## src/rtl/core/crc_pkg.sv

```systemverilog
`default_nettype none

package crc_pkg;

    // Fixed-point and reset constants
    localparam int unsigned FP_W        = 17;
    localparam logic [FP_W-1:0] FP_ONE  = 17'd65536;
    localparam logic [31:0] RESET_MAX   = 32'd100000000;
    localparam logic [31:0] RESET_LOW   = 32'd51200;
    localparam logic [31:0] RESET_HIGH  = 32'd102400;

    // floor(x / 100) == (x * ACK_MAGIC) >> ACK_SHIFT for every 32-bit x
    localparam logic [31:0] ACK_MAGIC   = 32'h51EB851F;
    localparam int unsigned ACK_SHIFT   = 37;
    localparam int unsigned ACK_QUOT_W  = 64 - ACK_SHIFT;

    // Offset < span, so the Q16 quotient needs 16 restoring steps
    localparam int unsigned DIV_STEPS   = 16;
    localparam int unsigned DIV_CNT_W   = $clog2(DIV_STEPS);

    // Front-to-back queue
    localparam int unsigned QDEPTH      = 2;
    localparam int unsigned QPTR_W      = (QDEPTH > 1) ? $clog2(QDEPTH) : 1;
    localparam int unsigned QCNT_W      = $clog2(QDEPTH + 1);

    // Register indexes
    localparam logic [1:0] REG_MAX_RATE = 2'd0;
    localparam logic [1:0] REG_LOW_THR  = 2'd1;
    localparam logic [1:0] REG_HIGH_THR = 2'd2;

    // Event codes
    localparam logic [1:0] CMD_ECN      = 2'd0;
    localparam logic [1:0] CMD_ACK      = 2'd1;
    localparam logic [1:0] CMD_NACK     = 2'd2;
    localparam logic [1:0] CMD_TIMEOUT  = 2'd3;

    // Classified operation handed to the back end
    typedef enum logic [2:0] {
        OP_ECN_ZERO = 3'd0,
        OP_ECN_FULL = 3'd1,
        OP_ECN_DIV  = 3'd2,
        OP_ACK      = 3'd3,
        OP_HALVE    = 3'd4
    } op_t;

    typedef struct packed {
        op_t         op;
        logic [31:0] offset;   // depth - low_threshold
        logic [31:0] span;     // high_threshold - low_threshold
    } item_t;

    typedef struct packed {
        logic        load;     // max_rate written: reload current rate
        logic [31:0] max_rate;
    } rate_cfg_t;

endpackage

`default_nettype wire

```

## src/rtl/core/crc_front.sv

```systemverilog
`default_nettype none

module crc_front (
    input  wire logic              aclk,
    input  wire logic              aresetn,
    input  wire logic              s_valid,
    output logic                   s_ready,
    input  wire logic [1:0]        s_cmd,
    input  wire logic [31:0]       s_queue_depth,
    input  wire logic [31:0]       low_threshold,
    input  wire logic [31:0]       high_threshold,
    output logic                   push,
    output crc_pkg::item_t         push_item,
    input  wire logic              q_ready
);
    import crc_pkg::*;

    logic  front_valid_reg;
    item_t item_reg;
    item_t item_next;

    assign s_ready   = !front_valid_reg || q_ready;
    assign push      = front_valid_reg && q_ready;
    assign push_item = item_reg;

    // classify: out-of-range depths skip the divider entirely
    always_comb begin
        item_next.offset = s_queue_depth - low_threshold;
        item_next.span   = high_threshold - low_threshold;
        case (s_cmd)
            CMD_ECN: begin
                if (s_queue_depth < low_threshold) begin
                    item_next.op = OP_ECN_ZERO;
                end else if (s_queue_depth >= high_threshold) begin
                    item_next.op = OP_ECN_FULL;
                end else begin
                    item_next.op = OP_ECN_DIV;
                end
            end
            CMD_ACK:     item_next.op = OP_ACK;
            CMD_NACK:    item_next.op = OP_HALVE;
            CMD_TIMEOUT: item_next.op = OP_HALVE;
            default:     item_next.op = OP_HALVE;
        endcase
    end

    always_ff @(posedge aclk) begin
        if (!aresetn) begin
            front_valid_reg <= 1'b0;
        end else if (s_ready) begin
            front_valid_reg <= s_valid;
        end
    end

    always_ff @(posedge aclk) begin
        if (s_valid && s_ready) begin
            item_reg <= item_next;
        end
    end

endmodule

`default_nettype wire

```

## src/rtl/core/crc_queue.sv

```systemverilog
`default_nettype none

module crc_queue (
    input  wire logic              aclk,
    input  wire logic              aresetn,
    input  wire logic              push,
    input  wire crc_pkg::item_t    push_item,
    output logic                   q_ready,
    output logic                   q_valid,
    output crc_pkg::item_t         q_item,
    input  wire logic              pop
);
    import crc_pkg::*;

    item_t             entry_reg [QDEPTH];
    logic [QPTR_W-1:0] wr_ptr_reg;
    logic [QPTR_W-1:0] rd_ptr_reg;
    logic [QCNT_W-1:0] count_reg;
    logic              do_push;
    logic              do_pop;

    assign q_ready = (count_reg != QCNT_W'(QDEPTH));
    assign q_valid = (count_reg != '0);
    assign q_item  = entry_reg[rd_ptr_reg];
    assign do_push = push && q_ready;
    assign do_pop  = pop && q_valid;

    function automatic logic [QPTR_W-1:0] ptr_inc(input logic [QPTR_W-1:0] p);
        if (p == QPTR_W'(QDEPTH - 1)) begin
            return '0;
        end
        return p + QPTR_W'(1);
    endfunction

    always_ff @(posedge aclk) begin
        if (!aresetn) begin
            wr_ptr_reg <= '0;
            rd_ptr_reg <= '0;
            count_reg  <= '0;
        end else begin
            if (do_push) begin
                wr_ptr_reg <= ptr_inc(wr_ptr_reg);
            end
            if (do_pop) begin
                rd_ptr_reg <= ptr_inc(rd_ptr_reg);
            end
            if (do_push && !do_pop) begin
                count_reg <= count_reg + QCNT_W'(1);
            end else if (do_pop && !do_push) begin
                count_reg <= count_reg - QCNT_W'(1);
            end
        end
    end

    always_ff @(posedge aclk) begin
        if (do_push) begin
            entry_reg[wr_ptr_reg] <= push_item;
        end
    end

endmodule

`default_nettype wire

```

## src/rtl/core/crc_back.sv

```systemverilog
`default_nettype none

module crc_back (
    input  wire logic              aclk,
    input  wire logic              aresetn,
    input  wire logic              q_valid,
    input  wire crc_pkg::item_t    q_item,
    output logic                   pop,
    input  wire crc_pkg::rate_cfg_t rate_cfg,
    output logic                   m_valid,
    input  wire logic              m_ready,
    output logic [31:0]            m_send_rate,
    output logic [16:0]            m_congestion_alpha
);
    import crc_pkg::*;

    typedef enum logic [7:0] {
        ST_IDLE  = 8'b0000_0001,
        ST_DIV   = 8'b0000_0010,
        ST_ALPHA = 8'b0000_0100,
        ST_RMUL  = 8'b0000_1000,
        ST_AMUL  = 8'b0001_0000,
        ST_ASUM  = 8'b0010_0000,
        ST_CLAMP = 8'b0100_0000,
        ST_DONE  = 8'b1000_0000
    } state_t;

    state_t                state_reg;
    logic [31:0]           rate_reg;
    logic [FP_W-1:0]       alpha_reg;
    logic [FP_W-1:0]       p_reg;
    logic [31:0]           rem_reg;
    logic [31:0]           span_reg;
    logic [DIV_CNT_W-1:0]  cnt_reg;
    logic [32:0]           sum_reg;
    logic [ACK_QUOT_W-1:0] quot_reg;

    logic                  m_valid_reg;
    logic [31:0]           m_rate_reg;
    logic [FP_W-1:0]       m_alpha_reg;

    logic [32:0]           trial;
    logic                  trial_ge;
    logic [33:0]           alpha_sum;
    logic [FP_W-1:0]       factor;
    logic [48:0]           rate_prod;
    logic [63:0]           ack_prod;
    logic                  out_free;

    assign pop                = (state_reg == ST_IDLE) && q_valid;
    assign out_free           = !m_valid_reg || m_ready;
    assign m_valid            = m_valid_reg;
    assign m_send_rate        = m_rate_reg;
    assign m_congestion_alpha = m_alpha_reg;

    // restoring divide step, one quotient bit per cycle
    assign trial    = {rem_reg, 1'b0};
    assign trial_ge = (trial >= {1'b0, span_reg});

    // alpha' = (61440*alpha + 4096*p) >> 16, 61440*alpha as shift-subtract
    assign alpha_sum = ({1'b0, alpha_reg, 16'd0} - {5'd0, alpha_reg, 12'd0})
                     + {5'd0, p_reg, 12'd0};

    assign factor    = FP_ONE - {1'b0, alpha_reg[FP_W-1:1]};
    assign rate_prod = rate_reg * factor;
    assign ack_prod  = rate_reg * ACK_MAGIC;

    always_ff @(posedge aclk) begin
        if (!aresetn) begin
            state_reg   <= ST_IDLE;
            rate_reg    <= RESET_MAX;
            alpha_reg   <= '0;
            m_valid_reg <= 1'b0;
        end else begin
            if (m_valid_reg && m_ready) begin
                m_valid_reg <= 1'b0;
            end
            if (rate_cfg.load) begin
                rate_reg <= rate_cfg.max_rate;
            end
            case (state_reg)
                ST_IDLE: begin
                    if (q_valid) begin
                        p_reg <= '0;
                        case (q_item.op)
                            OP_ECN_ZERO: state_reg <= ST_ALPHA;
                            OP_ECN_FULL: begin
                                p_reg     <= FP_ONE;
                                state_reg <= ST_ALPHA;
                            end
                            OP_ECN_DIV: begin
                                rem_reg   <= q_item.offset;
                                span_reg  <= q_item.span;
                                cnt_reg   <= '0;
                                state_reg <= ST_DIV;
                            end
                            OP_ACK: state_reg <= ST_AMUL;
                            OP_HALVE: begin
                                rate_reg  <= {1'b0, rate_reg[31:1]};
                                state_reg <= ST_DONE;
                            end
                            default: state_reg <= ST_DONE;
                        endcase
                    end
                end
                ST_DIV: begin
                    rem_reg <= trial_ge ? 32'(trial - {1'b0, span_reg}) : trial[31:0];
                    p_reg   <= {p_reg[FP_W-2:0], trial_ge};
                    cnt_reg <= cnt_reg + DIV_CNT_W'(1);
                    if (cnt_reg == DIV_CNT_W'(DIV_STEPS - 1)) begin
                        state_reg <= ST_ALPHA;
                    end
                end
                ST_ALPHA: begin
                    alpha_reg <= alpha_sum[32:16];
                    state_reg <= ST_RMUL;
                end
                ST_RMUL: begin
                    sum_reg   <= rate_prod[48:16];
                    state_reg <= ST_CLAMP;
                end
                ST_AMUL: begin
                    quot_reg  <= ack_prod[63:ACK_SHIFT];
                    state_reg <= ST_ASUM;
                end
                ST_ASUM: begin
                    sum_reg   <= {1'b0, rate_reg} + 33'(quot_reg);
                    state_reg <= ST_CLAMP;
                end
                ST_CLAMP: begin
                    rate_reg  <= (sum_reg > {1'b0, rate_cfg.max_rate}) ?
                                 rate_cfg.max_rate : sum_reg[31:0];
                    state_reg <= ST_DONE;
                end
                ST_DONE: begin
                    if (out_free) begin
                        m_valid_reg <= 1'b1;
                        state_reg   <= ST_IDLE;
                    end
                end
                default: state_reg <= ST_IDLE;
            endcase
        end
    end

    always_ff @(posedge aclk) begin
        if (state_reg == ST_DONE && out_free) begin
            m_rate_reg  <= rate_reg;
            m_alpha_reg <= alpha_reg;
        end
    end

    a_alpha_bound: assert property (@(posedge aclk) disable iff (!aresetn)
        alpha_reg <= FP_ONE)
        else $error("alpha estimate above one");

    a_clamp: assert property (@(posedge aclk) disable iff (!aresetn)
        (state_reg == ST_CLAMP && !rate_cfg.load) |=> rate_reg <= rate_cfg.max_rate)
        else $error("clamped rate above max_rate");

    a_cfg_load: assert property (@(posedge aclk) disable iff (!aresetn)
        (rate_cfg.load && state_reg == ST_IDLE && !q_valid)
        |=> rate_reg == $past(rate_cfg.max_rate))
        else $error("max_rate write did not load rate");

    a_pop_idle: assert property (@(posedge aclk) disable iff (!aresetn)
        pop |=> state_reg != ST_IDLE)
        else $error("popped item not taken up");

endmodule

`default_nettype wire

```

## src/rtl/core/ecn_congestion_rate_controller.sv

```systemverilog
`default_nettype none

// ECN congestion rate controller.
// Input channel (s_valid/s_ready): one congestion event per transfer,
// s_cmd 0 ECN (uses s_queue_depth), 1 ACK, 2 NACK, 3 timeout.
// Result channel (m_valid/m_ready): one transfer per event carrying the
// send rate after the event and the alpha estimate in Q1.16.
// Config port: cfg_we/cfg_index/cfg_wdata, index 0 max_rate (also loads
// the rate), 1 low threshold, 2 high threshold; other indexes ignored.
// Write only while no event is in flight.
// NACK/timeout go straight to the result; ACK and ECN outside the
// thresholds pass through the multiply and clamp states, and ECN
// between them first runs the restoring division in the back end
// sequencer. The back end handles one event at a time and pops the next
// only after handing the last result to the output register; the front
// register and the queue hold further events meanwhile.
// Reset (aresetn low, synchronous) restores rate 100000000, alpha 0 and
// the default thresholds, and empties the queue.
// A stalled receiver holds the result in the output register; the back
// end then waits with the next result and the queue and front register
// fill before s_ready drops.
module ecn_congestion_rate_controller (
    input  wire logic        aclk,
    input  wire logic        aresetn,
    input  wire logic        s_valid,
    output logic             s_ready,
    input  wire logic [1:0]  s_cmd,
    input  wire logic [31:0] s_queue_depth,
    output logic             m_valid,
    input  wire logic        m_ready,
    output logic [31:0]      m_send_rate,
    output logic [16:0]      m_congestion_alpha,
    input  wire logic        cfg_we,
    input  wire logic [1:0]  cfg_index,
    input  wire logic [31:0] cfg_wdata
);
    import crc_pkg::*;

    logic [31:0] max_rate_reg;
    logic [31:0] low_thr_reg;
    logic [31:0] high_thr_reg;

    logic        push;
    item_t       push_item;
    logic        q_ready;
    logic        q_valid;
    item_t       q_item;
    logic        pop;
    rate_cfg_t   rate_cfg;

    // configuration registers
    always_ff @(posedge aclk) begin
        if (!aresetn) begin
            max_rate_reg <= RESET_MAX;
            low_thr_reg  <= RESET_LOW;
            high_thr_reg <= RESET_HIGH;
        end else if (cfg_we) begin
            case (cfg_index)
                REG_MAX_RATE: max_rate_reg <= cfg_wdata;
                REG_LOW_THR:  low_thr_reg  <= cfg_wdata;
                REG_HIGH_THR: high_thr_reg <= cfg_wdata;
                default: ;
            endcase
        end
    end

    // max_rate write also reloads the rate in the back end
    assign rate_cfg.load     = cfg_we && (cfg_index == REG_MAX_RATE);
    assign rate_cfg.max_rate = rate_cfg.load ? cfg_wdata : max_rate_reg;

    crc_front u_front (
        .aclk           (aclk),
        .aresetn        (aresetn),
        .s_valid        (s_valid),
        .s_ready        (s_ready),
        .s_cmd          (s_cmd),
        .s_queue_depth  (s_queue_depth),
        .low_threshold  (low_thr_reg),
        .high_threshold (high_thr_reg),
        .push           (push),
        .push_item      (push_item),
        .q_ready        (q_ready)
    );

    crc_queue u_queue (
        .aclk      (aclk),
        .aresetn   (aresetn),
        .push      (push),
        .push_item (push_item),
        .q_ready   (q_ready),
        .q_valid   (q_valid),
        .q_item    (q_item),
        .pop       (pop)
    );

    crc_back u_back (
        .aclk               (aclk),
        .aresetn            (aresetn),
        .q_valid            (q_valid),
        .q_item             (q_item),
        .pop                (pop),
        .rate_cfg           (rate_cfg),
        .m_valid            (m_valid),
        .m_ready            (m_ready),
        .m_send_rate        (m_send_rate),
        .m_congestion_alpha (m_congestion_alpha)
    );

endmodule

`default_nettype wire
```

## config.mk

```make
export PLATFORM = sky130hd
export DESIGN_NAME = ecn_congestion_rate_controller
export DESIGN_NICKNAME = d
export VERILOG_FILES = /design/src/rtl/core/crc_pkg.sv /design/src/rtl/core/crc_front.sv /design/src/rtl/core/crc_queue.sv /design/src/rtl/core/crc_back.sv /design/src/rtl/core/ecn_congestion_rate_controller.sv
export SDC_FILE = /design/constraint.sdc
export NUM_CORES = 2
export LEC_CHECK = 0
export BUFFER_PORTS_ARGS = -buffer_cell sky130_fd_sc_hd__buf_4
export CAP_MARGIN = 20
export CORE_ASPECT_RATIO = 2
export CORE_MARGIN = 3
export CORE_UTILIZATION = 55
export CTS_CLUSTER_DIAMETER = 40
export DETAILED_ROUTE_END_ITERATION = 16
export PLACE_DENSITY = 0.83
export SETUP_SLACK_MARGIN = 0.5
export SLEW_MARGIN = 25
export SYNTH_ARGS = -nofsm -noshare
export SYNTH_HDL_FRONTEND = slang
export SYNTH_SLANG_ARGS = --single-unit
```

## constraint.sdc

```tcl
create_clock -name aclk -period 14.6 [get_ports aclk]
set_input_delay 3.65 -clock aclk [delete_from_list [all_inputs] [get_ports aclk]]
set_output_delay 3.65 -clock aclk [all_outputs]
set_load 0.005 [all_outputs]
```

Yosys cells after proc, flatten, opt, wreduce, memory -nomap -nowiden
Memory sizes are Yosys's and may differ from the RTL's. A register that Yosys moved wholly into a read port is not among the register bits.
Index checks and enable logic that the tools add are counted.
{"block": "classes", "n_addsub": 12, "multipliers": 2, "div_mod_pow": 0, "order_cmp": 4, "eq_ne": 23, "shift": 0, "muxes": 44, "n_bitwise": 0, "n_reduce_logical": 35}
{"op": "32-bit two-way mux", "count": 8}
{"op": "32-bit one-hot mux with 2 select lines", "count": 2}
{"op": "32-bit subtractor", "count": 3}
{"op": "33-bit one-hot mux with 2 select lines", "count": 1}
{"op": "32-bit by 31-bit multiplier with 63-bit output (second input constant)", "count": 1}
{"op": "8-bit one-hot mux with 7 select lines", "count": 1}
{"op": "32-bit by 17-bit multiplier with 49-bit output", "count": 1}
{"op": "17-bit two-way mux", "count": 2}
{"op": "17-bit one-hot mux with 2 select lines", "count": 1}
{"op": "32-bit by 26-bit adder with 33-bit output", "count": 1}
{"op": "33-bit by 29-bit adder with 33-bit output", "count": 1}
{"op": "33-bit by 32-bit greater-or-equal comparator with 1-bit output", "count": 1}
{"op": "33-bit by 32-bit > comparator with 1-bit output", "count": 1}
{"op": "33-bit by 29-bit subtractor with 33-bit output", "count": 1}
{"op": "32-bit greater-or-equal comparator", "count": 1}
{"op": "32-bit less-than comparator", "count": 1}
{"op": "8-bit two-way mux", "count": 3}
{"op": "8-bit one-hot mux with 3 select lines", "count": 1}
{"op": "1-bit two-way mux", "count": 17}
{"op": "17-bit by 16-bit subtractor with 17-bit output (first input constant)", "count": 1}
{"op": "1-bit logical AND", "count": 10}
{"op": "2-bit AND reduction", "count": 5}
{"op": "3-bit one-hot mux with 3 select lines", "count": 1}
{"op": "8-bit by 1-bit == test with 1-bit output (second input constant)", "count": 1}
{"op": "other kinds (31)", "count": 54}
{"block": "totals", "register_bits": 419, "latch_bits": 0, "ram_bits": 134, "romBits": 0, "inputBits": 73, "out_inout_bits": 51, "wordCells": 143, "mem_count": 1}
{"name": "u_queue.entry_reg", "depth": 2, "width": 67, "rd": 1, "rd_clocked_by_memory_dff": 1, "wr": 1, "line": "crc_queue.sv:15", "source": "item_t entry_reg [QDEPTH];"}

Depth between registers and ports, before layout
{"block": "depth", "ltp_word": 8, "mapped_depth": 31, "depth_no_buf": 29}

Cells and area by module
A second synthesis with hierarchy kept.
{"block": "hier_totals", "cells_unflattened": 6425, "area_unflattened_um2": 63612.3}
{"module": "crc_back", "n_inst": 1, "cells_per_inst": 5041, "area_per_inst_um2": 47897.2, "seq_area_each_um2": 6956.7}
{"module": "crc_front", "n_inst": 1, "cells_per_inst": 753, "area_per_inst_um2": 6650.1, "seq_area_each_um2": 2031.9}
{"module": "crc_queue", "n_inst": 1, "cells_per_inst": 232, "area_per_inst_um2": 5077.4, "seq_area_each_um2": 4124.0}
{"module": "ecn_congestion_rate_controller", "n_inst": 1, "cells_per_inst": 399, "area_per_inst_um2": 3987.6, "seq_area_each_um2": 1921.8}

Least setup slack after synthesis
OpenSTA, ideal clock, no wires.
{"block": "synth_path", "kind": "input to register", "start": "input port aresetn", "end": "register u_back.cnt_reg[0] (enable)", "setup_ps": 484, "arrival_ps": 8054, "required_time_ps": 14116, "path_slack_ps": 6062, "path_stages": 3, "path_buffers": 1, "cell_sequence": "clkbuf_1 -> a21boi_0 -> a21boi_0"}
{"block": "synth_via", "elab_chain_len": 1}
{"element": "start: declaration", "line": "ecn_congestion_rate_controller.sv:24", "source": "input wire logic aresetn,"}
{"element": "4-bit AND reduction (no source line)"}
{"element": "end signal: assignment", "line": "crc_back.sv:109", "source": "cnt_reg <= cnt_reg + DIV_CNT_W'(1);"}
{"element": "end: declaration", "line": "crc_back.sv:34", "source": "logic [DIV_CNT_W-1:0] cnt_reg;"}
Every way passes these cells.
A chain may end at the register's enable or synchronous reset.

Worst setup path in the final report
{"block": "layout_path", "start": "register u_back.alpha_reg[1]", "end": "register u_back.sum_reg[20], data pin"}
{"block": "layout_via", "elab_chain_len": 3}
{"element": "start: declaration", "line": "crc_back.sv:30", "source": "logic [FP_W-1:0] alpha_reg;"}
{"element": "start signal: assignment", "line": "crc_back.sv:115", "source": "alpha_reg <= alpha_sum[32:16];"}
{"element": "17-bit by 16-bit subtractor with 17-bit output", "line": "crc_back.sv:64", "source": "assign factor = FP_ONE - {1'b0, alpha_reg[FP_W-1:1]};"}
{"element": "32-bit by 17-bit multiplier with 49-bit output", "line": "crc_back.sv:65", "source": "assign rate_prod = rate_reg * factor;"}
{"element": "33-bit one-hot mux with 2 select lines", "line": "crc_back.sv:81", "source": "case (state_reg)"}
{"element": "end signal: assignment", "line": "crc_back.sv:119", "source": "sum_reg <= rate_prod[48:16];"}
{"element": "end signal: assignment", "line": "crc_back.sv:127", "source": "sum_reg <= {1'b0, rate_reg} + 33'(quot_reg);"}
{"element": "end: declaration", "line": "crc_back.sv:35", "source": "logic [32:0] sum_reg;"}
Every way passes these cells.

==> metrics.txt <==
# TYPE chip_impl_metric gauge
chip_impl_metric{name="worst_setup_hold_path_clk_slew",unit="ns"} 0.07
chip_impl_metric{name="achievable-frequency",unit="GHz"} 0.108
chip_impl_metric{name="total_clock_buffers_created_by_cts",unit=""} 60
chip_impl_info{name="timing.critical_path.mode_cell",value="fa_1"} 1
chip_impl_metric{name="critPathMaxStageDelay",unit="ns"} 0.86
chip_impl_metric{name="ctsResizeCount",unit=""} 0
chip_impl_metric{name="setup_violations",unit=""} 0
chip_impl_metric{name="initial_antenna_violation_count",unit=""} 9
chip_impl_metric{name="timing_worst_slew_pin_value",unit="ns"} 1.07
chip_impl_metric{name="mappedNetlistArea",unit="um2"} 62200
chip_impl_metric{name="post_cts_hold_buffer_count",unit=""} 0
chip_impl_metric{name="drtPass1Iterations",unit=""} 6
chip_impl_metric{name="fillCellCount",unit=""} 9260
chip_impl_metric{name="yosys.cell_types.count",unit=""} 95
chip_impl_metric{name="synthesis.yosys.warnings",unit=""} 0
chip_impl_info{name="synth.top_cells.by_area",value="fa_1 (27%), edfxtp_1 (19%), ha_1 (15%), inv_1 (7.7%), dfxtp_1 (5.1%)"} 1
chip_impl_info{name="criticalPathCategory",value="flip-flop to flip-flop"} 1
chip_impl_info{name="synth_flop_cell",value="edfxtp_1"} 1
chip_impl_metric{name="arrival",unit="ns"} 9.69
chip_impl_metric{name="number_of_flip_flops_and_latches_in_the_synthesized_netlist",unit=""} 554
chip_impl_metric{name="io_pins",unit=""} 124
chip_impl_metric{name="post_synth_inst_count",unit=""} 6278
chip_impl_metric{name="pins_over_slew_limit",unit=""} 0
chip_impl_metric{name="synth-edff-count",unit=""} 394
chip_impl_metric{name="postCtsSetupBuffers",unit=""} 0
chip_impl_metric{name="floorplan.rows",unit=""} 174
chip_impl_metric{name="clock_skew",unit="ns"} 0.105
chip_impl_metric{name="post-route-period-util",unit=""} 0.634
chip_impl_info{name="setup_repair_after_global_routing_missed_its_margin",value="no"} 1
chip_impl_metric{name="syn-num-nets",unit=""} 7933
chip_impl_info{name="yosysTopAreaCell",value="fa_1"} 1
chip_impl_metric{name="ys_async_sr_fraction",unit=""} 0
chip_impl_metric{name="maxCapViolations",unit=""} 0
chip_impl_metric{name="timing.final.ws_setup",unit="ns"} 5.34
chip_impl_metric{name="die_area",unit="um2"} 117000
chip_impl_metric{name="antenna_left",unit=""} 0
chip_impl_metric{name="hold_slack",unit="ns"} 0.422
chip_impl_metric{name="number_of_vias_after_detailed_routing",unit=""} 46200
chip_impl_metric{name="report.final.hold_viol_count",unit=""} 0
chip_impl_metric{name="syn_to_final_growth",unit="%"} 7.74
chip_impl_metric{name="wire_length_of_the_first_global_routing_pass",unit="um"} 288000
chip_impl_metric{name="gpl.final_weighted_congestion",unit=""} 1.05
chip_impl_info{name="layout.cells.most_common_list",value="inv_1 (1281), fa_1 (853), ha_1 (729)"} 1
chip_impl_metric{name="count_of_buffers_inserted_at_the_top_level_ports",unit=""} 123
chip_impl_metric{name="drt_iter0_markers",unit=""} 2952
chip_impl_metric{name="cts_max_path_buffers",unit=""} 3
chip_impl_info{name="worstSetupStartpointType",value="flip-flop"} 1
chip_impl_metric{name="clock_tree.htree_level_count",unit=""} 2
chip_impl_metric{name="clk_latency",unit="ns"} 0.72
chip_impl_metric{name="finish.net_count",unit=""} 7965
chip_impl_metric{name="netlist.area_leader.share",unit=""} 0.274
chip_impl_info{name="critical_path.endpoint_type",value="flip-flop"} 1
chip_impl_metric{name="totalWireLength",unit="um"} 189000
chip_impl_metric{name="grt_start_max_net_pins",unit=""} 93
chip_impl_metric{name="vias_per_cell",unit=""} 5.87
chip_impl_info{name="cp_slowest_cell",value="o21ai_0"} 1
chip_impl_metric{name="globalRouteOverflowTotal",unit=""} 0
chip_impl_metric{name="core_area",unit="um2"} 112000
chip_impl_metric{name="drive_gt1_frac",unit=""} 0.0651
chip_impl_metric{name="clock_period_minus_worst_slack",unit="ns"} 9.26
chip_impl_metric{name="timing.max_slew.rel_slack",unit=""} 0.282
chip_impl_info{name="clockRootBuffer",value="clkbuf_16"} 1
chip_impl_metric{name="synth.yosys.seq_area_share",unit=""} 0.242
chip_impl_info{name="hold_path.class",value="flip-flop to flip-flop"} 1
chip_impl_metric{name="critPathMaxFanout",unit=""} 35
chip_impl_info{name="cts_tree",value="yes"} 1
chip_impl_metric{name="final.setup.tns",unit="ns"} 0
chip_impl_metric{name="cts.sinks",unit=""} 554
chip_impl_metric{name="fp.dieW",unit="um"} 244
chip_impl_metric{name="effective_utilization_at_floorplan",unit=""} 0.554
chip_impl_metric{name="remaining_drc_errors",unit=""} 0
chip_impl_metric{name="first_global_vias",unit=""} 50600
chip_impl_info{name="commonest_non_fill_non_tap_cell_in_the_layout",value="inv_1"} 1
chip_impl_metric{name="dpl.hpwl",unit="um"} 148000
chip_impl_metric{name="postSynthAreaPerCell",unit="um2"} 9.91
chip_impl_metric{name="flip_flop_count_of_the_largest_register_all_copies_and_words_added",unit=""} 134
chip_impl_metric{name="vertical_extent_of_the_die",unit="um"} 482
chip_impl_metric{name="post-place-ws",unit="ns"} 5.42
chip_impl_metric{name="average_routed_wire_per_standard_cell",unit="um"} 24.0
chip_impl_info{name="outcome",value="finished, final reports clean"} 1
chip_impl_metric{name="data_required_time_of_the_critical_path",unit="ns"} 15.03
chip_impl_metric{name="global_route.usage.total",unit=""} 0.327
## worst max-delay path: cells and delay by family (launching register included)
kind	cells	cell delay, ns
flip-flops	1	0.30
XOR/XNOR	2	0.33
AND/OR/NAND/NOR	4	1.13
adder cells (fa/ha/maj)	8	3.79
AO/OA/AOI/OAI	8	2.46
buffers and inverters	6	1.02
## per-stage QoR
stage,util,area (um2),cells
3_3_place_gp,0.578,64900,7744
3_5_place_dp,0.578,64900,7744
4_1_cts,0.597,67000,7858
5_1_grt,0.597,67000,7859
2_1_floorplan,-,62200,6278
6_report,0.597,67100,7864
## final timing paths
path                                                         end  slack [ns]                        startpoint  cells past startpoint
worst max register to register      u_back.sum_reg[20]$_DFFE_PP_        5.34  u_back.alpha_reg[1]$_SDFFE_PN0P_                     28
worst min-delay path            u_back.m_send_rate[29]$_DFFE_PP_        0.42    u_back.rate_reg[29]$_SDFF_PN0_                      0
worst max-delay path                u_back.sum_reg[20]$_DFFE_PP_        5.34  u_back.alpha_reg[1]$_SDFFE_PN0P_                     28
worst min register to register  u_back.m_send_rate[29]$_DFFE_PP_        0.42    u_back.rate_reg[29]$_SDFF_PN0_                      0
## routing by layer
layer	part of all wire	wire length, um	GRT usage	up-vias
met5	0.00028	53	0	-
met4	0.12	23200	0.320	8
met1	0.30	57400	0.310	22900
met3	0.060	11200	0.0497	957
li1	-	-	-	20300
met2	0.51	96700	0.590	2040
## area by class of cell
class / instances / area [um2] / share of cell area
clock inverters: 50 / 603 / 0.00899
multi-input cells: 4213 / 41700 / 0.622
well taps: 1496 / 1870 / 0.0279
repair buffers: 200 / 1500 / 0.0224
inverters: 1281 / 4810 / 0.0717
clock buffers: 64 / 1520 / 0.0226
flip-flops and latches: 554 / 15000 / 0.224
diodes: 6 / 15.0 / 0.000224
## synthesized netlist by cell type (33+ instances only)
master       n
o21a_1      47
nand3_1     79
xnor2_1    127
edfxtp_1   394
inv_1     1280
a211oi_1    44
mux2_2      33
nand4_1     40
mux2i_1     45
xor2_1      68
nor2_1     176
nor3_1      52
a21o_1     102
o31ai_1     46
o211ai_1    38
ha_1       729
nor2b_1     56
o21ai_0    125
a21oi_1    285
a21boi_0    70
a31oi_1     33
fa_1       853
nand2_1    720
dfxtp_1    160
clkbuf_1   212
and2_1     207
## cells by family after synthesis
group,share of synthesized area
AO/OA/AOI/OAI,0.0979
XOR/XNOR,0.0274
adder cells (fa/ha/maj),0.421
buffers and inverters,0.0915
flip-flops,0.242
multiplexers,0.0132
AND/OR/NAND/NOR,0.108
Power is not shown: default switching activity piles up to over one toggle a cycle in this logic, so the estimate is an artifact.
